[src/sv/ocf_fifo.sv]
// Small register queue used on both sides of the execute stage.
// Generic in word width and depth; no package dependency.
module ocf_fifo #(
	parameter int W     = 8,
	parameter int DEPTH = 2
) (
	input  logic         clk,
	input  logic         arst_n,
	input  logic         wr,
	input  logic [W-1:0] wdata,
	input  logic         rd,
	output logic [W-1:0] rdata,
	output logic         full,
	output logic         empty
);
	localparam int AW = (DEPTH > 1) ? $clog2(DEPTH) : 1;
	localparam int CW = $clog2(DEPTH + 1);

	logic [W-1:0]  mem_q [DEPTH];
	logic [AW-1:0] wr_ptr_q, rd_ptr_q;
	logic [CW-1:0] cnt_q;
	logic          do_wr, do_rd;

	assign full  = (cnt_q == CW'(DEPTH));
	assign empty = (cnt_q == '0);
	assign do_wr = wr && !full;
	assign do_rd = rd && !empty;
	assign rdata = mem_q[rd_ptr_q];

	always_ff @(posedge clk or negedge arst_n) begin
		if (!arst_n) begin
			wr_ptr_q <= '0;
			rd_ptr_q <= '0;
			cnt_q    <= '0;
		end else begin
			if (do_wr)
				wr_ptr_q <= (wr_ptr_q == AW'(DEPTH - 1)) ? '0 : wr_ptr_q + 1'b1;
			if (do_rd)
				rd_ptr_q <= (rd_ptr_q == AW'(DEPTH - 1)) ? '0 : rd_ptr_q + 1'b1;
			if (do_wr && !do_rd)
				cnt_q <= cnt_q + 1'b1;
			else if (do_rd && !do_wr)
				cnt_q <= cnt_q - 1'b1;
		end
	end

	always_ff @(posedge clk) begin
		if (do_wr)
			mem_q[wr_ptr_q] <= wdata;
	end

endmodule

[config.mk]
export PLATFORM = sky130hd
export DESIGN_NAME = ocf_fifo
export DESIGN_NICKNAME = d
export VERILOG_FILES = /design/src/sv/ocf_fifo.sv
export SDC_FILE = /design/constraint.sdc
export NUM_CORES = 1
export LEC_CHECK = 0
export ABC_CLOCK_PERIOD_IN_PS = 2200
export BUFFER_PORTS_ARGS = -buffer_cell sky130_fd_sc_hd__buf_2
export CAP_MARGIN = 25
export CORE_MARGIN = 2
export CORE_UTILIZATION = 48
export CTS_CLUSTER_DIAMETER = 60
export CTS_CLUSTER_SIZE = 14
export DETAILED_ROUTE_END_ITERATION = 8
export GPL_TIMING_DRIVEN = 0
export PLACE_DENSITY = 0.74
export SETUP_SLACK_MARGIN = 0.1
export SLEW_MARGIN = 25
export SYNTH_ARGS = -nofsm -noshare
export SYNTH_HDL_FRONTEND = slang
export SYNTH_SLANG_ARGS = --single-unit
[constraint.sdc]
create_clock -name clk -period 2.2 [get_ports clk]
set_clock_uncertainty 0.15 [all_clocks]
set_input_delay 0.55 -clock clk [delete_from_list [all_inputs] [get_ports clk]]
set_output_delay 0.55 -clock clk [all_outputs]
set_load 0.03 [all_outputs]
==> impl_metrics.csv, run 1 <==
group,metric,value,unit
flow_run,drv_cap,0,
worst_hold_path,hold_class,"in2reg",
global_routing,antenna_found_initial,0,
routing,drtIter0Drc,5,
worst_setup_path,worstReg2RegStart,"cnt_q[0]",
global_routing,grt_pass1_vias,440,
clock_tree,clkSinkCount,20,
clock_tree,cts_tree,"done",
sta,finalHoldViolations,0,
sta,slew_headroom,0.534,
worst_setup_path,start_kind,"flop",
synth,synth_top_area_cell,"edfxtp_1",
place,dpl_cell_area,907,um2
synth,ys_seq_area_frac,0.742,
power,totalPowerFinal,1.31,mW
sta,fmaxAchievable,0.492,GHz
worst_setup_path,critical_path_class,"reg2out",
clock_tree,clk_pin_slew,110,ps
synth,ys_types,15,
synth,ys_warn_count,0,
place,numPortBuffers,21,
routing,vias_per_cell,4.94,
routing,finalWirelength,1190,um
synth,ys_top_cells_by_area,"edfxtp_1, dfrtp_1, mux2_1, mux2_2, xnor2_1",
worst_hold_path,hp-start,"wdata[2]",
cells_and_area,drive_gt1_frac,0.414,
sta,rsz0062_at_grt,"no",
floorplan,die_x,44.4,um
clock_tree,cts-htree-levels,1,
synth,yosysTopAreaCellShare,0.614,
place,place.gp.congestion,0.626,
floorplan,fp.dieH,44.4,um
routing,vias,425,
clock_tree,cts_root_buf,"clkbuf_4",
synth,syn_avg_cell_area,17.8,um2
worst_setup_path,r2r_setup_slack,400,ps
sta,worst_pin_slew,696,ps
power,power.density,1390,mW/mm2
sta,period_needed,2030,ps
routing,ant_nets,0,
clock_tree,clk_path_buf_depth,2,
global_routing,track_usage,0.143,
global_routing,grt_max_degree,12,
synth,syn_inst,44,
synth,syn_area,782,um2
cells_and_area,nets,84,
sta,final.setup.tns,0,ps
outcome,outcome,"complete, no violations",
cells_and_area,area_delta_synth_final,21.0,%
clock_tree,numCtsBuffers,3,
cells_and_area,design_area,946,um2
floorplan,die_area,0.00197,mm2
global_routing,grt.overflow.total,0,
worst_setup_path,cp.arrival,1330,ps
worst_setup_path,end_kind,"output pin",
worst_setup_path,crit_required,1500,ps
global_routing,grt_pass1_wl,1880,um
routing,drtPass1Iterations,4,
sta,drv_slew,0,
routing,routedWlPerCell,13.8,um
synth,ys_ff_latch,20,
floorplan,boundaryPins,22,
power,ir_worst_vdd,825,uV
worst_setup_path,path_max_fanout,9,
floorplan,fp-row-count,14,
power,p_leak,0.398,nW
sta,setup_viol_count_final,0,
clock_tree,clk_latency,290,ps
synth,syn_nets,57,
floorplan,initial_utilization,0.513,
worst_setup_path,cp-startpoint,"rd_ptr_q",
floorplan,core_area,0.00152,mm2
routing,drc,0,
sta,final.period_utilization,0.924,
cells_and_area,diodes,0,
[where the power goes]
part	internal [mW]	switching, mW
Combinational	0.209	0.350
Sequential	0.529	0.0511
Clock	0.0705	0.104
Total	0.808	0.505
[state kept, by name, summed over array words and instances (netlist names)]
name / flops
wr_ptr_q: 1
cnt_q: 2
rd_ptr_q: 1
mem_q: 16
[cell families (layout without fill, tap and decap cells)]
logic type               after synthesis  after routing  synth area share
AND/OR/NAND/NOR                        6              6            0.0384
XOR/XNOR                               5              5            0.0656
adder cells (fa/ha/maj)                1              1            0.0160
buffers and inverters                  3             29            0.0160
flip-flops                            20             20             0.742
AO/OA/AOI/OAI                          1              1           0.00639
multiplexers                           8              8             0.115
[cell usage after synthesis]
library cell	count
and3_1	1
buf_2	1
dfrtp_1	4
edfxtp_1	16
ha_1	1
inv_1	2
mux2_1	6
mux2_2	2
nand2_2	1
nand2b_1	1
nor2_1	3
o21ai_1	1
xnor2_1	2
xnor2_2	1
xor2_1	2
[layer usage]
layer | GRT usage | vias to the layer above | wire, um
met3 | 0.0490 | 4 | 38
met2 | 0.256 | 7 | 637
met5 | 0 | - | 0
met4 | 0.0727 | 0 | 17
li1 | - | 209 | -
met1 | 0.148 | 205 | 499
[worst max-delay path: stages, from the launching register on]
cell     delay (ps)
dfrtp_1         380
buf_4           170
mux2_1          320
buf_2           180
[final cells by class]
type / instances / area (um2)
multi-input cells: 21 / 189
inverters: 2 / 7.51
plain buffers: 1 / 7.51
well taps: 16 / 20.0
fillers: 116 / 578
clock buffers: 4 / 26.3
flip-flops and latches: 20 / 581
repair buffers: 22 / 115
[timing repair]
item | in CTS | in global routing
setup endpoints to repair | 1 | 0
gates resized for setup | 1 | 0
hold buffers | 1 | 0
buffers inserted | 0 | 0
hold endpoints to repair | 4 | 0
[placed cells by master (no fill, tap or decap)]
cell type	n
buf_2	21
edfxtp_1	16
mux2_1	6
dfrtp_1	4
nor2_1	3
clkbuf_4	3
mux2_2	2
inv_1	2
xnor2_1	2
xor2_1	2
buf_4	1
nand2b_1	1
nand2_2	1
o21ai_1	1
and3_1	1
xnor2_2	1
ha_1	1
clkbuf_1	1
dlygate4sd3_1	1
[path summary, 6_finish.rpt]
check | cells after the start | to
worst max-delay path | 3 | rdata[0]
worst min-delay path | 1 | mem_q[1][2]
worst max register to register | 3 | mem_q[0][3]
worst min register to register | 1 | cnt_q[1]
max in group asynchronous | 2 | wr_ptr_q
min in group asynchronous | 2 | cnt_q[0]
[metrics by stage]
| step | std cells | setup slack [ps] | util | hold slack, ps |
|---|---|---|---|---|
| CTS | 86 | 148 | 0.621 | 283 |
| global route | 86 | 113 | 0.621 | 264 |
| detailed placement | 81 | 384 | 0.595 | 214 |
| global placement | 81 | 395 | 0.595 | 212 |
| floorplan | 44 | 548 | - | 104 |
| finish | 86 | 167 | 0.621 | 286 |
No activity file was read; power rests on OpenSTA's default activity.
==> inputs of run 2 (changes only) <==
- CELL_PAD_IN_SITES_DETAIL_PLACEMENT: unset -> 1
- CELL_PAD_IN_SITES_GLOBAL_PLACEMENT: unset -> 2
- CORE_UTILIZATION: 48 -> 34
- CTS_CLUSTER_DIAMETER: 60 -> unset
- PLACE_DENSITY: 0.74 -> 0.75
==> run 2 against run 1 <==
Compared with the run above:
- critical path depth unchanged
- critical path type unchanged
- via count up 2.1%
- power up 2.8%
- clock-buffer cell count unchanged
- fmax about the same
- flip-flop and latch count unchanged
- register-to-register slack about the same
- hold slack better by 13 ps
==> impl_metrics.csv, run 2 (same netlist as run 1, synthesis figures left out) <==
group,metric,value,unit
clock_tree,clkSinkCount,20,
worst_setup_path,end_kind,"output pin",
cells_and_area,fillCellCount,232,
floorplan,initial_utilization,0.357,
cells_and_area,final_common_cell,"buf_2",
clock_tree,cts_root_buf,"clkbuf_4",
routing,ant_nets,0,
clock_tree,clk_pin_slew,100,ps
global_routing,antenna_found_initial,0,
cells_and_area,largest_reg_flops,16,
flow_run,drv_cap,0,
sta,final.setup.tns,0,ps
clock_tree,clk_path_buf_depth,2,
clock_tree,clk_latency,280,ps
floorplan,core_area,0.00219,mm2
cells_and_area,drive_gt1_frac,0.429,
global_routing,track_usage,0.100,
clock_tree,cts_tree,"done",
power,pwr-share-clk,0.150,
sta,slew_headroom,0.531,
sta,drv_slew,0,
worst_setup_path,path_max_fanout,9,
routing,vias_per_cell,4.43,
power,power.density,1390,mW/mm2
cells_and_area,diodes,0,
power,p_leak,0.405,nW
outcome,outcome,"complete, no violations",
cells_and_area,design_area,973,um2
floorplan,fp.dieH,52.0,um
sta,rsz0062_at_grt,"no",
clock_tree,cts-htree-levels,1,
sta,fmaxAchievable,0.492,GHz
sta,final.period_utilization,0.923,
floorplan,die_x,52.0,um
power,totalPowerFinal,1.35,mW
place,dpl_cell_area,922,um2
sta,setup_viol_count_final,0,
power,p_comb_frac,0.419,
floorplan,die_area,0.00270,mm2
power,swShare,0.375,
place,place.gp.congestion,0.692,
clock_tree,post_cts_buffers,0,
worst_setup_path,critical_path_class,"reg2out",
routing,drtPass1Iterations,3,
routing,finalWirelength,1210,um
cells_and_area,area_delta_synth_final,24.5,%
routing,drc,0,
cells_and_area,final_cell_mix,"buf_2, edfxtp_1, mux2_1",
floorplan,boundaryPins,22,
routing,drtIter0Drc,5,
global_routing,grt_pass1_vias,423,
power,ir_worst_vdd,643,uV
routing,routedWlPerCell,12.3,um
global_routing,grt_pass1_wl,1910,um
power,p_seq_frac,0.431,
worst_setup_path,start_kind,"flop",
cells_and_area,nets,84,
global_routing,grt_max_degree,12,
cells_and_area,top_regs,"mem_q: 16 flops, cnt_q: 2 flops",
sta,finalHoldViolations,0,
sta,worst_pin_slew,702,ps
clock_tree,numCtsBuffers,3,
place,numPortBuffers,21,
routing,vias,434,
global_routing,grt.overflow.total,0,
power,p_sw,0.507,mW
cells_and_area,top_register,"mem_q",
floorplan,fp-row-count,17,
power,intPower,0.844,mW
worst_setup_path,cp.arrival,1330,ps
worst_hold_path,hold_class,"in2reg",
sta,period_needed,2030,ps
worst_setup_path,crit_required,1500,ps
-- run 2: cell counts in the layout (fill, tap and decap cells not counted) --
No cell type changed its count.
-- run 2: final timing paths --
kind	start	slack, ps	to	depth (start not counted)
min in group asynchronous	arst_n	440	cnt_q[1]	2
max in group asynchronous	arst_n	1350	rd_ptr_q	2
setup / recovery	rd_ptr_q	170	rdata[1]	3
hold reg to reg	cnt_q[1]	380	cnt_q[1]	1
setup reg to reg	cnt_q[0]	410	mem_q[0][1]	3
hold / removal	wdata[6]	300	mem_q[1][6]	1
-- run 2: final cells by class --
type,instances,area [um2],area share
repair buffers,22,118,0.121
plain buffers,1,7.51,0.00771
clock buffers,4,36.3,0.0373
multi-input cells,21,189,0.194
flip-flops and latches,20,581,0.596
inverters,2,7.51,0.00771
well taps,28,35.0,0.0360
-- run 2: power groups by stage --
| stage | Clock (mW) | Sequential [mW] | Combinational (mW) |
|---|---|---|---|
| 4_1_cts | 0.208 | 0.584 | 0.572 |
| 5_1_grt | 0.220 | 0.594 | 0.619 |
| 6_report | 0.202 | 0.582 | 0.566 |
| 2_1_floorplan | 0 | 0.577 | 0.430 |
| 3_3_place_gp | 0 | 0.585 | 0.554 |
| 3_5_place_dp | 0 | 0.593 | 0.562 |
-- run 2: routing by layer --
metal  global-route usage  part of all wire  wire length [um]
met1                0.127              0.42               512
met4               0.0395                 0                 0
met5                    0                 0                 0
met2                0.162              0.52               628
met3               0.0259             0.055                66
-- run 2: what timing repair did --
action	4_1_cts	5_1_grt
hold buffers	1	0
resized for setup	1	2
endpoints found under the setup margin	3	1
endpoints found under the hold margin	4	0
-- run 2: worst max-delay path, stage by stage (launching register included) --
cell and delay, ps:
dfrtp_1 370, buf_4 180, mux2_1 320, buf_4 170
-- run 2: stage by stage --
step / util / hold WS (ps) / std cells / setup WS [ps]
finish: 0.444 / 299 / 98 / 169
global route: 0.444 / 283 / 98 / 103
CTS: 0.443 / 288 / 98 / 138
detailed placement: 0.421 / 213 / 93 / 399
global placement: 0.421 / 214 / 93 / 379
floorplan: - / 104 / 44 / 548
==> inputs of run 3 (changes only) <==
- ABC_CLOCK_PERIOD_IN_PS: 2200 -> unset
- BUFFER_PORTS_ARGS: -buffer_cell sky130_fd_sc_hd__buf_2 -> -buffer_cell sky130_fd_sc_hd__clkbuf_2
- CORE_UTILIZATION: 34 -> 36
- CTS_BUF_LIST: unset -> sky130_fd_sc_hd__clkbuf_4
- PLACE_DENSITY: 0.75 -> 0.79
==> run 3 against run 2 <==
Compared with the run above:
- clock power shrank 20%
- fmax decreased by 0.11%
- sequential power about the same
- flip-flop and latch count stayed put
- sequential share of layout area increased by 1.1 points
- core utilization increased by 3.3 points
- via count shrank 0.92%
- worst setup slack got worse by 2.3 ps
- largest power group unchanged
- highest routed layer is now met4
==> impl_metrics.csv, run 3 (same netlist as run 1, synthesis figures left out) <==
group,metric,value,unit
cells_and_area,area_delta_synth_final,22.2,%
power,power.density,1370,mW/mm2
worst_setup_path,critical_path_class,"reg2out",
clock_tree,cts_root_buf,"clkbuf_4",
global_routing,grt_max_degree,11,
clock_tree,clk_pin_slew,100,ps
floorplan,die_area,0.00256,mm2
cells_and_area,diodes,0,
cells_and_area,final_cell_mix,"clkbuf_2, edfxtp_1, mux2_1",
worst_setup_path,worstReg2RegStart,"cnt_q[0]",
routing,drc,0,
worst_hold_path,worstHoldPathCells,1,
sta,final.setup.tns,0,ps
sta,final.period_utilization,0.924,
global_routing,grt.overflow.total,0,
sta,setup_viol_count_final,0,
cells_and_area,top_register,"mem_q",
place,preCtsSetupSlack,343,ps
place,placedCellCount,92,
sta,finalHoldViolations,0,
sta,period_needed,2030,ps
floorplan,fp-row-count,16,
power,ir_worst_vdd,519,uV
floorplan,initial_utilization,0.391,
cells_and_area,largest_reg_flops,16,
flow_run,drv_cap,0,
clock_tree,post_cts_buffers,0,
sta,rsz0062_at_grt,"no",
power,p_leak,0.400,nW
routing,vias_per_cell,4.48,
floorplan,core_area,0.00200,mm2
worst_hold_path,hold_class,"in2reg",
sta,drv_slew,0,
clock_tree,cts-htree-levels,1,
worst_setup_path,cp.arrival,1330,ps
cells_and_area,nets,84,
worst_setup_path,end_kind,"output pin",
global_routing,antenna_found_initial,0,
sta,worst_pin_slew,711,ps
clock_tree,clk_latency,290,ps
sta,slew_headroom,0.524,
cells_and_area,fillCellCount,222,
clock_tree,cts_tree,"done",
place,numPortBuffers,21,
global_routing,grt_pass1_wl,2350,um
sta,fin_ws,166,ps
global_routing,grt_pass1_vias,484,
clock_tree,numCtsBuffers,3,
routing,finalWirelength,1320,um
worst_setup_path,crit_end,"rdata[1]",
worst_setup_path,start_kind,"flop",
routing,routedWlPerCell,13.8,um
worst_setup_path,r2r_setup_slack,390,ps
global_routing,track_usage,0.130,
cells_and_area,top_regs,"mem_q: 16 flops, cnt_q: 2 flops",
sta,hold_slack,298,ps
worst_setup_path,crit_required,1500,ps
routing,drtPass1Iterations,2,
cells_and_area,multi_input_area,189,um2
cells_and_area,fin_util,0.478,
worst_setup_path,cp-startpoint,"rd_ptr_q",
clock_tree,clk_path_buf_depth,2,
place,place.gp.congestion,0.671,
routing,vias,430,
floorplan,fp.dieH,50.6,um
clock_tree,clkSinkCount,20,
floorplan,boundaryPins,22,
sta,fmaxAchievable,0.492,GHz
worst_setup_path,r2r-end,"mem_q[0][0]",
cells_and_area,final_cells,96,
routing,drtIter0Drc,4,
cells_and_area,final_common_cell,"clkbuf_2",
floorplan,die_x,50.6,um
routing,ant_nets,0,
outcome,outcome,"complete, no violations",
worst_setup_path,path_max_fanout,9,
cells_and_area,drive_gt1_frac,0.420,
worst_setup_path,reg2reg_depth,3,
cells_and_area,register_area,581,um2
[run 3: worst min-delay path by stage]
| stage | from | endpoint | slack, ps |
|---|---|---|---|
| 2_1_floorplan | arst_n | cnt_q[0] | 100 |
| 3_3_place_gp | arst_n | cnt_q[1] | 220 |
| 3_5_place_dp | arst_n | cnt_q[1] | 220 |
| 4_1_cts | wdata[0] | mem_q[1][0] | 280 |
| 5_1_grt | wdata[4] | mem_q[1][4] | 290 |
| 6_report | wdata[4] | mem_q[1][4] | 300 |
[run 3: critical path, cell delays in order, from the launching register on]
cell	delay (ps)
dfrtp_1	370
buf_4	170
mux2_1	320
clkbuf_2	180
[run 3: metrics by stage]
stage	power (mW)	instance area (um2)
finish	1.31	956
global route	1.40	956
CTS	1.34	956
detailed placement	1.16	921
global placement	1.14	921
floorplan	1.01	782
[run 3: area by class of cell]
class / count / share of cell area
buffer: 1 / 0.00785
clock buffer: 3 / 0.0236
inverter: 2 / 0.00785
multi-input combinational: 21 / 0.198
sequential: 20 / 0.607
tap: 27 / 0.0353
timing repair buffer: 22 / 0.120
[run 3: power breakdown]
part           internal, mW  switching [mW]
clock                0.0636          0.0989
combinational         0.207           0.357
sequential            0.530          0.0552
[run 3: what timing repair did]
item / 4_1_cts / 5_1_grt
hold buffers: 1 / 0
gates resized for setup: 1 / 1
hold endpoints to repair: 4 / 0
endpoints found under the setup margin: 5 / 1
[run 3: routing by layer]
| metal | up-vias | GRT usage | part of all wire |
|---|---|---|---|
| met3 | 2 | 0.0268 | 0.048 |
| li1 | 208 | - | - |
| met2 | 9 | 0.230 | 0.57 |
| met4 | 0 | 0.0676 | 0.0076 |
| met5 | - | 0 | 0 |
| met1 | 211 | 0.147 | 0.37 |
