===== config.mk =====
export PLATFORM = sky130hd
export DESIGN_NAME = ocf_front
export DESIGN_NICKNAME = d
export VERILOG_FILES = /design/src/sv/ocf_pkg.sv /design/src/sv/ocf_fifo.sv /design/src/sv/ocf_front.sv
export SDC_FILE = /design/constraint.sdc
export NUM_CORES = 1
export LEC_CHECK = 0
export BUFFER_PORTS_ARGS = -buffer_cell sky130_fd_sc_hd__buf_4
export CORE_MARGIN = 2
export CORE_UTILIZATION = 45
export DETAILED_ROUTE_END_ITERATION = 16
export GPL_TIMING_DRIVEN = 0
export PLACE_DENSITY = 0.74
export RECOVER_POWER = 100
export SYNTH_ARGS = -nofsm -noshare
export SYNTH_HDL_FRONTEND = slang
export SYNTH_SLANG_ARGS = --single-unit

===== constraint.sdc =====
create_clock -name clk -period 22.7 [get_ports clk]
set_input_delay 2.27 -clock clk [delete_from_list [all_inputs] [get_ports clk]]
set_output_delay 2.27 -clock clk [all_outputs]
set_load 0.1 [all_outputs]

===== src/sv/ocf_pkg.sv =====
// Shared types and constants of the odometry complementary fuser.
// Used by every module of the block but ocf_fifo; depends on nothing.
package ocf_pkg;

	typedef enum logic [1:0] {
		OP_WHEEL  = 2'd0,
		OP_VISUAL = 2'd1,
		OP_TICK   = 2'd2,
		OP_CAL    = 2'd3
	} op_t;

	typedef enum logic [1:0] {
		SRC_WHEEL    = 2'd0,
		SRC_BLEND    = 2'd1,
		SRC_FALLBACK = 2'd2
	} src_t;

	typedef enum logic [1:0] {
		REG_WEIGHT  = 2'd0,
		REG_NEAR    = 2'd1,
		REG_REJECT  = 2'd2,
		REG_SILENCE = 2'd3
	} reg_t;

	localparam int CFG_DW = 24;

	localparam logic [16:0] WEIGHT_ONE      = 17'd65536;
	localparam logic [16:0] WEIGHT_RESET    = 17'd19661;
	localparam logic [15:0] NEAR_BOX_RESET  = 16'd3277;
	localparam logic [23:0] REJECT_RESET    = 24'd32768;
	localparam logic [7:0]  SILENCE_RESET   = 8'd6;
	localparam logic [7:0]  AGE_MAX         = 8'd255;

	typedef struct packed {
		op_t               operation;
		logic signed [31:0] pos_x;
		logic signed [31:0] pos_y;
		logic signed [15:0] heading;
		logic signed [31:0] speed_x;
		logic signed [31:0] speed_y;
		logic signed [31:0] turn_rate;
	} sample_t;

	typedef struct packed {
		logic signed [31:0] out_x;
		logic signed [31:0] out_y;
		logic signed [15:0] out_heading;
		logic signed [31:0] out_speed_x;
		logic signed [31:0] out_speed_y;
		logic signed [31:0] out_turn_rate;
		src_t              source;
	} result_t;

	// classified word handed from the front to the back
	typedef struct packed {
		sample_t s;
		logic    near;
	} item_t;

	typedef struct packed {
		logic [16:0] trust_weight;
		logic [15:0] near_origin_limit;
		logic [23:0] reject_distance;
		logic [7:0]  silence_ticks;
	} cfg_t;

	function automatic logic signed [31:0] sat32(input logic signed [35:0] v);
		logic signed [31:0] r;
		if (v[35:31] == 5'b00000 || v[35:31] == 5'b11111)
			r = v[31:0];
		else if (v[35])
			r = 32'sh8000_0000;
		else
			r = 32'sh7fff_ffff;
		return r;
	endfunction

endpackage


===== src/sv/ocf_fifo.sv =====
// Small register queue used on both sides of the execute stage.
// Generic in word width and depth; no package dependency.
module ocf_fifo #(
	parameter int W     = 8,
	parameter int DEPTH = 2
) (
	input  logic         clk,
	input  logic         arst_n,
	input  logic         wr,
	input  logic [W-1:0] wdata,
	input  logic         rd,
	output logic [W-1:0] rdata,
	output logic         full,
	output logic         empty
);
	localparam int AW = (DEPTH > 1) ? $clog2(DEPTH) : 1;
	localparam int CW = $clog2(DEPTH + 1);

	logic [W-1:0]  mem_q [DEPTH];
	logic [AW-1:0] wr_ptr_q, rd_ptr_q;
	logic [CW-1:0] cnt_q;
	logic          do_wr, do_rd;

	assign full  = (cnt_q == CW'(DEPTH));
	assign empty = (cnt_q == '0);
	assign do_wr = wr && !full;
	assign do_rd = rd && !empty;
	assign rdata = mem_q[rd_ptr_q];

	always_ff @(posedge clk or negedge arst_n) begin
		if (!arst_n) begin
			wr_ptr_q <= '0;
			rd_ptr_q <= '0;
			cnt_q    <= '0;
		end else begin
			if (do_wr)
				wr_ptr_q <= (wr_ptr_q == AW'(DEPTH - 1)) ? '0 : wr_ptr_q + 1'b1;
			if (do_rd)
				rd_ptr_q <= (rd_ptr_q == AW'(DEPTH - 1)) ? '0 : rd_ptr_q + 1'b1;
			if (do_wr && !do_rd)
				cnt_q <= cnt_q + 1'b1;
			else if (do_rd && !do_wr)
				cnt_q <= cnt_q - 1'b1;
		end
	end

	always_ff @(posedge clk) begin
		if (do_wr)
			mem_q[wr_ptr_q] <= wdata;
	end

endmodule


===== src/sv/ocf_front.sv =====
// Front end: accepts sample words, tags the near-origin test, queues them.
// Depends on ocf_pkg and ocf_fifo.
module ocf_front
	import ocf_pkg::*;
#(
	parameter int DEPTH = 2
) (
	input  logic    clk,
	input  logic    arst_n,
	input  logic    push,
	input  sample_t sample,
	output logic    full,
	input  cfg_t    cfg,
	input  logic    take,
	output logic    item_valid,
	output item_t   item
);
	item_t       cls;
	logic [32:0] abs_x, abs_y;
	logic [32:0] lim;
	logic        q_empty;

	always_comb begin
		abs_x = sample.pos_x[31] ? 33'(-{sample.pos_x[31], sample.pos_x})
		                         : {1'b0, sample.pos_x};
		abs_y = sample.pos_y[31] ? 33'(-{sample.pos_y[31], sample.pos_y})
		                         : {1'b0, sample.pos_y};
		lim   = {17'd0, cfg.near_origin_limit};
		cls.s    = sample;
		cls.near = (abs_x < lim) && (abs_y < lim);
	end

	ocf_fifo #(.W($bits(item_t)), .DEPTH(DEPTH)) u_q (
		.clk   (clk),
		.arst_n(arst_n),
		.wr    (push),
		.wdata (cls),
		.rd    (take),
		.rdata (item),
		.full  (full),
		.empty (q_empty)
	);

	assign item_valid = !q_empty;

endmodule


==> impl_metrics.yaml, run 1 <==
worst_setup_path:
  timing.critical_path.mode_cell: "clkbuf_1"
  critPathCapture: "u_q.mem_q[0][139]"
  rr_worst_depth: 7
  reg2reg_from: "u_q.cnt_q[0]"
  cpMaxStageDelayCell: "nor2_1"
  crit_start: "push"
  rr_endpoint: "u_q.mem_q[0][139]"
  path_cells: "clkbuf_4, nand2_1, nor2_1, clkbuf_1, clkbuf_1, clkbuf_1, clkbuf_1"
  slowest_delay_ns: 1.62
  cp.required_ns: 22.80
  worstSetupPathType: "input port to flip-flop"
  cp-end-kind: "flip-flop"
  reg2reg_slack_ns: 14.96
  arrival_ns: 9.09
  worstPathMaxFanout: 32
  start_kind: "input port"
logic_synthesis:
  synth-adder-area-share_pct: 2.70
  ys_ff_latch: 362
  synth_nets: 1184
  syn_area_per_cell_um2: 16.9
  synth_area_um2: 15300
  synth_top_area_share_pct: 70.2
  yosysSeqAreaShare_pct: 70.9
  ys_async_sr_fraction_pct: 1.10
  synth_warnings: 0
  synthTopCellsByArea: "edfxtp_1, mux2_2, ha_1, xnor2_1, nor4_1"
  ys.flop_type: "edfxtp_1"
  synth_edf_count: 358
  yosys.area.top_type: "edfxtp_1"
  synth.area.mux_share_pct: 13.5
  syn_inst: 904
  synth_xor_area_share_pct: 1.89
  synthSimpleGateAreaFrac_pct: 5.48
  synth_top_family_by_area: "multiplexers"
  synth_cell_type_count: 60
  synth_compound_area_share_pct: 4.15
cts:
  clk_latency_ns: 0.52
  cts_buffer_depth: 3
  hold_buffers: 0
  cts.sinks: 362
  cts.clk_slew.worst_paths_ns: 0.06
  post_cts_resized: 0
  cts_setup_buffers: 0
  root_buffer: "clkbuf_16"
  h-tree-depth: 2
  cts_tree: "built"
  cts_buffers: 39
status:
  status: "complete, but fails checks"
  violations: "max-capacitance violations, max-slew violations"
sta:
  fin_tns_setup_ns: 0
  fin_skew_ns: 0.0167
  worst-slew-pin-transition_ns: 3.63
  slew_headroom_pct: -142
  drv_slew: 337
  setup_slack_ns: 13.70
  report.final.hold_viol_count: 0
  max_freq_mhz: 111
  setup_viol: 0
  rsz0062_at_grt: "false"
  fin_crit_ns: 9.00
  finalCritPeriodShare_pct: 39.6
die:
  die_w_um: 188
  start_util_pct: 45.6
  die-area_um2: 35500
  die_height_um: 188
  core-area_um2: 33500
  ios: 428
  rows: 67
worst_hold_path:
  hold_start: "u_q.cnt_q[1]"
  hold_path_class: "flip-flop to flip-flop"
global_route:
  grt_pass1_wl_mm: 56.3
  grt_max_degree: 62
  track_usage_pct: 20.6
  grt_antenna_before_repair: 4
  first_global_vias: 9818
  grt.overflow.total: 0
flow_run:
  drv_cap: 9
placed_design:
  dp_hpwl_mm: 27.5
  io_buffer_count: 378
  globalplace.congestion: 0.882
  post-place-ws_ns: 16.55
routing:
  ant_nets: 0
  dr_total_vias: 9597
  dr.pass1.iters: 7
  wl_per_cell_um: 20.9
  totalWireLength_mm: 37.9
  viasPerCell: 5.31
  first_iter_violations: 570
  drc: 0
finish:
  mostFrequentLayoutCell: "edfxtp_1"
  final_cell_mix: "edfxtp_1, clkbuf_1, mux2_2"
  drive_gt1_share_pct: 26.4
  nets: 1612
  area_growth_pct: 24.1
  fin_util_pct: 56.6
synthesized netlist by cell type (4+ instances only):
cell type / count
inv_1: 29
clkbuf_1: 27
o31ai_1: 10
nor2_1: 24
or2_2: 4
or4_1: 4
nor3_1: 14
o21ai_0: 20
nor2b_1: 5
nand4_1: 7
edfxtp_1: 358
nand2b_1: 7
nor4_1: 18
dfrtp_1: 4
nand2_1: 27
mux2_2: 181
xnor2_1: 31
or4_4: 5
a21oi_1: 18
o2111ai_1: 5
ha_1: 33
a21o_1: 5
nand3_1: 10
routing by layer:
| metal | GRT usage, % | vias up | share of wire (%) |
|---|---|---|---|
| met5 | 0 | - | 0.066 |
| met4 | 5.35 | 4 | 1.9 |
| met3 | 6.54 | 58 | 9.6 |
| met2 | 36.0 | 396 | 50 |
| met1 | 24.8 | 4692 | 39 |
| li1 | - | 4447 | - |
through the flow:
stage	hold WS, ns	cell area, um2	std cells
2_1_floorplan	0.456	15300	904
3_3_place_gp	0.474	18700	1730
3_5_place_dp	0.490	18900	1739
4_1_cts	0.502	20200	1807
5_1_grt	0.523	19000	1807
6_report	0.501	19000	1809
worst min-delay path by stage:
stage	to	slack, ns	cells after the start
2_1_floorplan	u_q.cnt_q[1]	0.46	1
6_report	u_q.cnt_q[1]	0.50	1
3_3_place_gp	u_q.wr_ptr_q	0.47	1
4_1_cts	u_q.cnt_q[1]	0.50	1
3_5_place_dp	u_q.cnt_q[1]	0.49	1
5_1_grt	u_q.cnt_q[1]	0.52	1
cells by family (layout without fill, tap and decap cells):
group,count (synthesis),count (layout)
AO/OA/AOI/OAI,92,92
XOR/XNOR,33,33
adder cells (fa/ha/maj),33,33
buffers and inverters,56,511
flip-flops,362,362
multiplexers,184,184
other,0,2
AND/OR/NAND/NOR,144,144
area by class of cell:
class	instances	area, um2
fill	2891	14500
sequential	362	10900
multi-input combinational	486	4240
timing repair buffer	387	1900
clock buffer	47	1010
tap	448	561
clock inverter	21	224
inverter	29	109
buffer	27	101
antenna	2	5.00
flip-flops by register name, summed over array words and instances (netlist names):
register and count:
u_q.mem_q 358, u_q.cnt_q 2, u_q.wr_ptr_q 1, u_q.rd_ptr_q 1
worst max-delay path, delay by kind of cell:
family / cells / cell delay, ns
buffers and inverters: 5 / 5.06
AND/OR/NAND/NOR: 2 / 1.71
Power of run 1 is left out: the tool's default activity adds up to more than one toggle a clock period on the data nets, which glitch-free logic cannot reach.
==> run 2: changes to the inputs <==
ABC_AREA = 1   (was not set)
clock period = 8.9 ns   (was 22.7 ns; I/O delays follow)
==> run 2 against run 1 <==
- the run still ends with max-capacitance violations, max-slew violations left
- non-clock buffer count rose by 24
- highest routed layer unchanged
- synthesized area up 4.9%
- wire length grew 10%
- synthesized cell count is 67% higher
- critical path depth stayed put
- hold slack lost 0.32 ns
- flip-flop and latch count unchanged
- global-route usage increased by 1.4 points
- die area increased by 4.8%
- first-iteration DRC count increased by 36%
==> impl_metrics.yaml, run 2 <==
status:
  status: "complete, but fails checks"
  violations: "max-capacitance violations, max-slew violations"
logic_synthesis:
  yosys-top-cells-count: "nand2_1, edfxtp_1, nor2_1, inv_1, nand3_1"
  synth_area_um2: 16100
  ys_async_sr_fraction_pct: 1.10
  yosys.area.top_type: "edfxtp_1"
  synth_nets: 1794
  synth_warnings: 0
  ys.flop_type: "edfxtp_1"
  syn_inst: 1514
  synth_top_area_share_pct: 66.9
  post-synth-top-count-cell: "nand2_1"
  synth_edf_count: 358
  yosysSeqAreaShare_pct: 67.6
  synth_cell_type_count: 34
  ys_ff_latch: 362
  synthTopCellsByArea: "edfxtp_1, nand2_1, ha_1, nor2_1, inv_1"
  syn_area_per_cell_um2: 10.6
worst_setup_path:
  cp.required_ns: 8.01
  cp-end-kind: "output port"
  worstSetupPathType: "flip-flop to output port"
  critPathCapture: "item[143]"
  worstPathMaxFanout: 10
  reg2reg_slack_ns: 4.14
  arrival_ns: 4.09
  start_kind: "flip-flop"
  rr_endpoint: "u_q.mem_q[0][121]"
  reg2reg_from: "u_q.cnt_q[1]"
  rr_worst_depth: 6
  crit_start: "u_q.rd_ptr_q"
sta:
  fin_crit_ns: 4.98
  fin_skew_ns: 0.0243
  finalCritPeriodShare_pct: 56.0
  slew_headroom_pct: -23.0
  worst-slew-pin-transition_ns: 1.85
  holdWs_ns: 0.183
  drv_slew: 224
  report.final.hold_viol_count: 0
  rsz0062_at_grt: "false"
  max_freq_mhz: 201
  setup_viol: 0
cts:
  h-tree-depth: 2
  cts_tree: "built"
  cts_setup_buffers: 0
  cts.clk_slew.worst_paths_ns: 0.06
  cts_buffers: 38
  post_cts_resized: 0
  cts.sinks: 362
  hold_buffers: 0
  clk_latency_ns: 0.55
  root_buffer: "clkbuf_16"
  cts_buffer_depth: 3
die:
  die_height_um: 193
  die-area_um2: 37200
  rows: 69
  ios: 428
  core-area_um2: 35400
  die_w_um: 193
  start_util_pct: 45.4
finish:
  area_growth_pct: 23.4
  regMostFlops: "u_q.mem_q"
  nFillCells: 3234
  largest_register_ffs: 358
  nets: 2226
  final_cells: 2437
  register_area_um2: 10900
  largestRegisters: "u_q.mem_q x358, u_q.cnt_q x2"
  multiInputGateArea_um2: 4730
  final_cell_mix: "nand2_1, edfxtp_1, clkbuf_1"
  drive_gt1_share_pct: 11.2
  mostFrequentLayoutCell: "nand2_1"
routing:
  first_iter_violations: 778
  drc: 0
  wl_per_cell_um: 17.2
  totalWireLength_mm: 41.8
  ant_nets: 0
  dr.pass1.iters: 7
  dr_total_vias: 12000
  viasPerCell: 4.93
global_route:
  grt_max_degree: 32
  grt_pass1_wl_mm: 62.7
  track_usage_pct: 22.1
  first_global_vias: 11600
  grt_antenna_before_repair: 4
  grt.overflow.total: 0
flow_run:
  drv_cap: 8
placed_design:
  globalplace.congestion: 0.877
  io_buffer_count: 378
  placedCellCount: 2367
  dp_hpwl_mm: 31.3
worst_hold_path:
  hold_path_class: "input port to asynchronous set/reset pin"
[run 2: critical path: stages, from the launching register on]
cell	delay, ns
dfrtp_1	0.35
clkbuf_1	0.26
inv_1	0.40
clkbuf_1	0.79
clkbuf_1	0.54
nand2_1	0.11
nand2_1	0.10
clkbuf_1	1.00
[run 2: per-stage QoR]
step	setup TNS (ns)	util (%)	cell area (um2)	worst slack (ns)
floorplan	0	-	16100	2.70
global placement	-6.85	55.0	19500	-0.0572
detailed placement	0	56.0	19800	5.10
CTS	0	59.6	21100	4.54
global route	0	56.0	19800	3.58
finish	0	56.0	19800	3.92
[run 2: cells by family (layout without fill, tap and decap cells)]
family / Yosys count / after routing / synth area share [%]
compound gates: 50 / 50 / 1.65
xor+xnor: 32 / 32 / 1.75
fa+ha+maj: 33 / 33 / 2.57
buf+inv: 126 / 586 / 2.98
flops: 362 / 362 / 67.6
other cells: 0 / 2 / 0
simple gates: 911 / 911 / 23.5
[run 2: worst min path at each step]
stage / startpoint / endpoint / slack, ns / cells after the start
after detailed placement: u_q.cnt_q[0] / u_q.cnt_q[0] / 0.52 / 1
after floorplan: u_q.cnt_q[0] / u_q.cnt_q[0] / 0.48 / 1
final: arst_n / u_q.wr_ptr_q / 0.18 / 1
after global placement: u_q.cnt_q[0] / u_q.cnt_q[0] / 0.50 / 1
after global routing: arst_n / u_q.rd_ptr_q / 0.17 / 1
after CTS: arst_n / u_q.wr_ptr_q / 0.12 / 1
[run 2: final cells by class]
| type | count | area share [%] |
|---|---|---|
| Sequential cell | 362 | 54.8 |
| Multi-Input combinational cell | 1026 | 23.9 |
| Timing Repair Buffer | 392 | 9.57 |
| Clock buffer | 47 | 5.08 |
| Tap cell | 461 | 2.91 |
| Inverter | 80 | 1.52 |
| Clock inverter | 21 | 1.36 |
| Buffer | 46 | 0.891 |
| Antenna cell | 2 | 0.0253 |
[run 2: routing by layer]
layer | part of all wire, % | track usage [%] | vias up
li1 | - | - | 5886
met1 | 39 | 26.5 | 5599
met2 | 49 | 37.8 | 433
met3 | 9.6 | 7.20 | 90
met4 | 2.8 | 6.88 | 4
met5 | 0.077 | 0 | -
Power of run 2 is left out for the same reason.
==> run 3: changes to the inputs <==
ABC_AREA = 0   (was 1)
clock period = 5.2 ns   (was 8.9 ns; I/O delays follow)
==> run 3 against run 2 <==
- the run still ends with max-capacitance violations, max-slew violations left
- utilization rose by 0.94 points
- clock skew fell by 0.014 ns
- hold slack gained 0.032 ns
- die area is 4.6% lower
- critical endpoint is now item[92]
- largest cell class unchanged
- highest routed layer unchanged
==> impl_metrics.yaml, run 3 (synthesis results as in run 1) <==
status:
  status: "complete, but fails checks"
  violations: "max-capacitance violations, max-slew violations"
cts:
  cts_setup_buffers: 0
  cts_buffer_depth: 3
  clk_latency_ns: 0.52
  cts.sinks: 362
  cts.clk_slew.worst_paths_ns: 0.06
  h-tree-depth: 2
  post_cts_resized: 0
  cts_tree: "built"
  root_buffer: "clkbuf_16"
  cts_buffers: 38
die:
  start_util_pct: 45.6
  die-area_um2: 35500
  die_w_um: 188
  rows: 67
  core-area_um2: 33500
  die_height_um: 188
  ios: 428
routing:
  ant_nets: 0
  drc: 0
  dr_total_vias: 9524
  wl_per_cell_um: 20.0
  dr.pass1.iters: 5
  first_iter_violations: 525
  totalWireLength_mm: 36.3
  viasPerCell: 5.26
global_route:
  grt_antenna_before_repair: 10
  first_global_vias: 9775
  track_usage_pct: 20.0
  grt_pass1_wl_mm: 55.0
  grt.overflow.total: 0
  grt_max_degree: 62
finish:
  nets: 1612
  drive_gt1_share_pct: 26.5
  area_growth_pct: 24.7
  largestRegisters: "u_q.mem_q x358, u_q.cnt_q x2"
  regMostFlops: "u_q.mem_q"
  mostFrequentLayoutCell: "edfxtp_1"
  final_cell_mix: "edfxtp_1, clkbuf_1, mux2_2"
  largest_register_ffs: 358
sta:
  fin_tns_setup_ns: 0
  slew_headroom_pct: -45.3
  setup_viol: 0
  worst-slew-pin-transition_ns: 2.18
  fin_crit_ns: 4.48
  finalCritPeriodShare_pct: 86.1
  report.final.hold_viol_count: 0
  fin_skew_ns: 0.0103
  max_freq_mhz: 223
  rsz0062_at_grt: "false"
  drv_slew: 255
worst_hold_path:
  hold_path_class: "input port to flip-flop"
  hold_start: "sample[75]"
  hold_depth: 1
  holdPathEnd: "u_q.mem_q[1][76]"
worst_setup_path:
  worstPathMaxFanout: 10
  start_kind: "flip-flop"
  reg2reg_from: "u_q.cnt_q[0]"
  arrival_ns: 3.96
  reg2reg_slack_ns: 0.96
  cp-end-kind: "output port"
  cp.required_ns: 4.68
  rr_endpoint: "u_q.mem_q[0][119]"
  worstSetupPathType: "flip-flop to output port"
  rr_worst_depth: 5
placed_design:
  io_buffer_count: 378
  globalplace.congestion: 0.895
  dp_hpwl_mm: 26.6
flow_run:
  drv_cap: 7
## run 3: cell types whose count changed in the layout (fill, tap and decap cells not counted), moves of 18 or more
cell and change:
nand3_1 -38, clkbuf_1 -29, xnor2_1 +18, inv_1 -47, nand2_1 -680, nor2_1 -64, mux2_2 +167, nor4_1 +18
## run 3: worst max-delay path by stage
stage	start	endpoint
finish	u_q.rd_ptr_q	item[92]
global route	u_q.cnt_q[0]	u_q.mem_q[0][122]
CTS	u_q.rd_ptr_q	item[142]
detailed placement	sample[113]	u_q.mem_q[1][0]
global placement	push	u_q.mem_q[0][112]
floorplan	u_q.cnt_q[0]	u_q.mem_q[0][0]
## run 3: layer usage
layer | GRT usage (%) | wire length, um
met1 | 23.3 | 13800
met2 | 34.5 | 17400
met3 | 6.54 | 3480
met4 | 7.18 | 1440
met5 | 0 | 59
## run 3: critical path: stages, from the launching register on
cell	delay, ns
dfrtp_1	0.34
clkbuf_1	0.49
clkbuf_1	0.66
clkbuf_1	0.70
mux2_2	0.29
clkbuf_1	0.94
## run 3: layout make-up
| type | instances | area [um2] |
|---|---|---|
| clock buffer | 49 | 1010 |
| antenna | 5 | 12.5 |
| timing repair buffer | 388 | 1950 |
| fill | 2814 | 14500 |
| multi-input combinational | 486 | 4240 |
| sequential | 362 | 10900 |
| buffer | 27 | 101 |
| inverter | 29 | 109 |
| clock inverter | 18 | 245 |
| tap | 448 | 561 |
## run 3: repair_timing
item	in CTS	in global routing
hold endpoints to repair	4	0
hold buffers	1	0
setup endpoints to repair	0	0
## run 3: through the flow
stage                     std cells  instance area [um2]  setup WS, ns  utilization, %  hold WS (ns)
after floorplan                 904                15300          1.47               -         0.224
after CTS                      1807                20200          1.17            60.2         0.167
final                          1812                19100         0.723            56.9         0.215
after detailed placement       1739                18900         0.754            56.4         0.322
after global placement         1730                18700       -0.0937            55.8         0.318
after global routing           1808                19100         0.434            56.9         0.192
Power of run 3 is left out for the same reason.
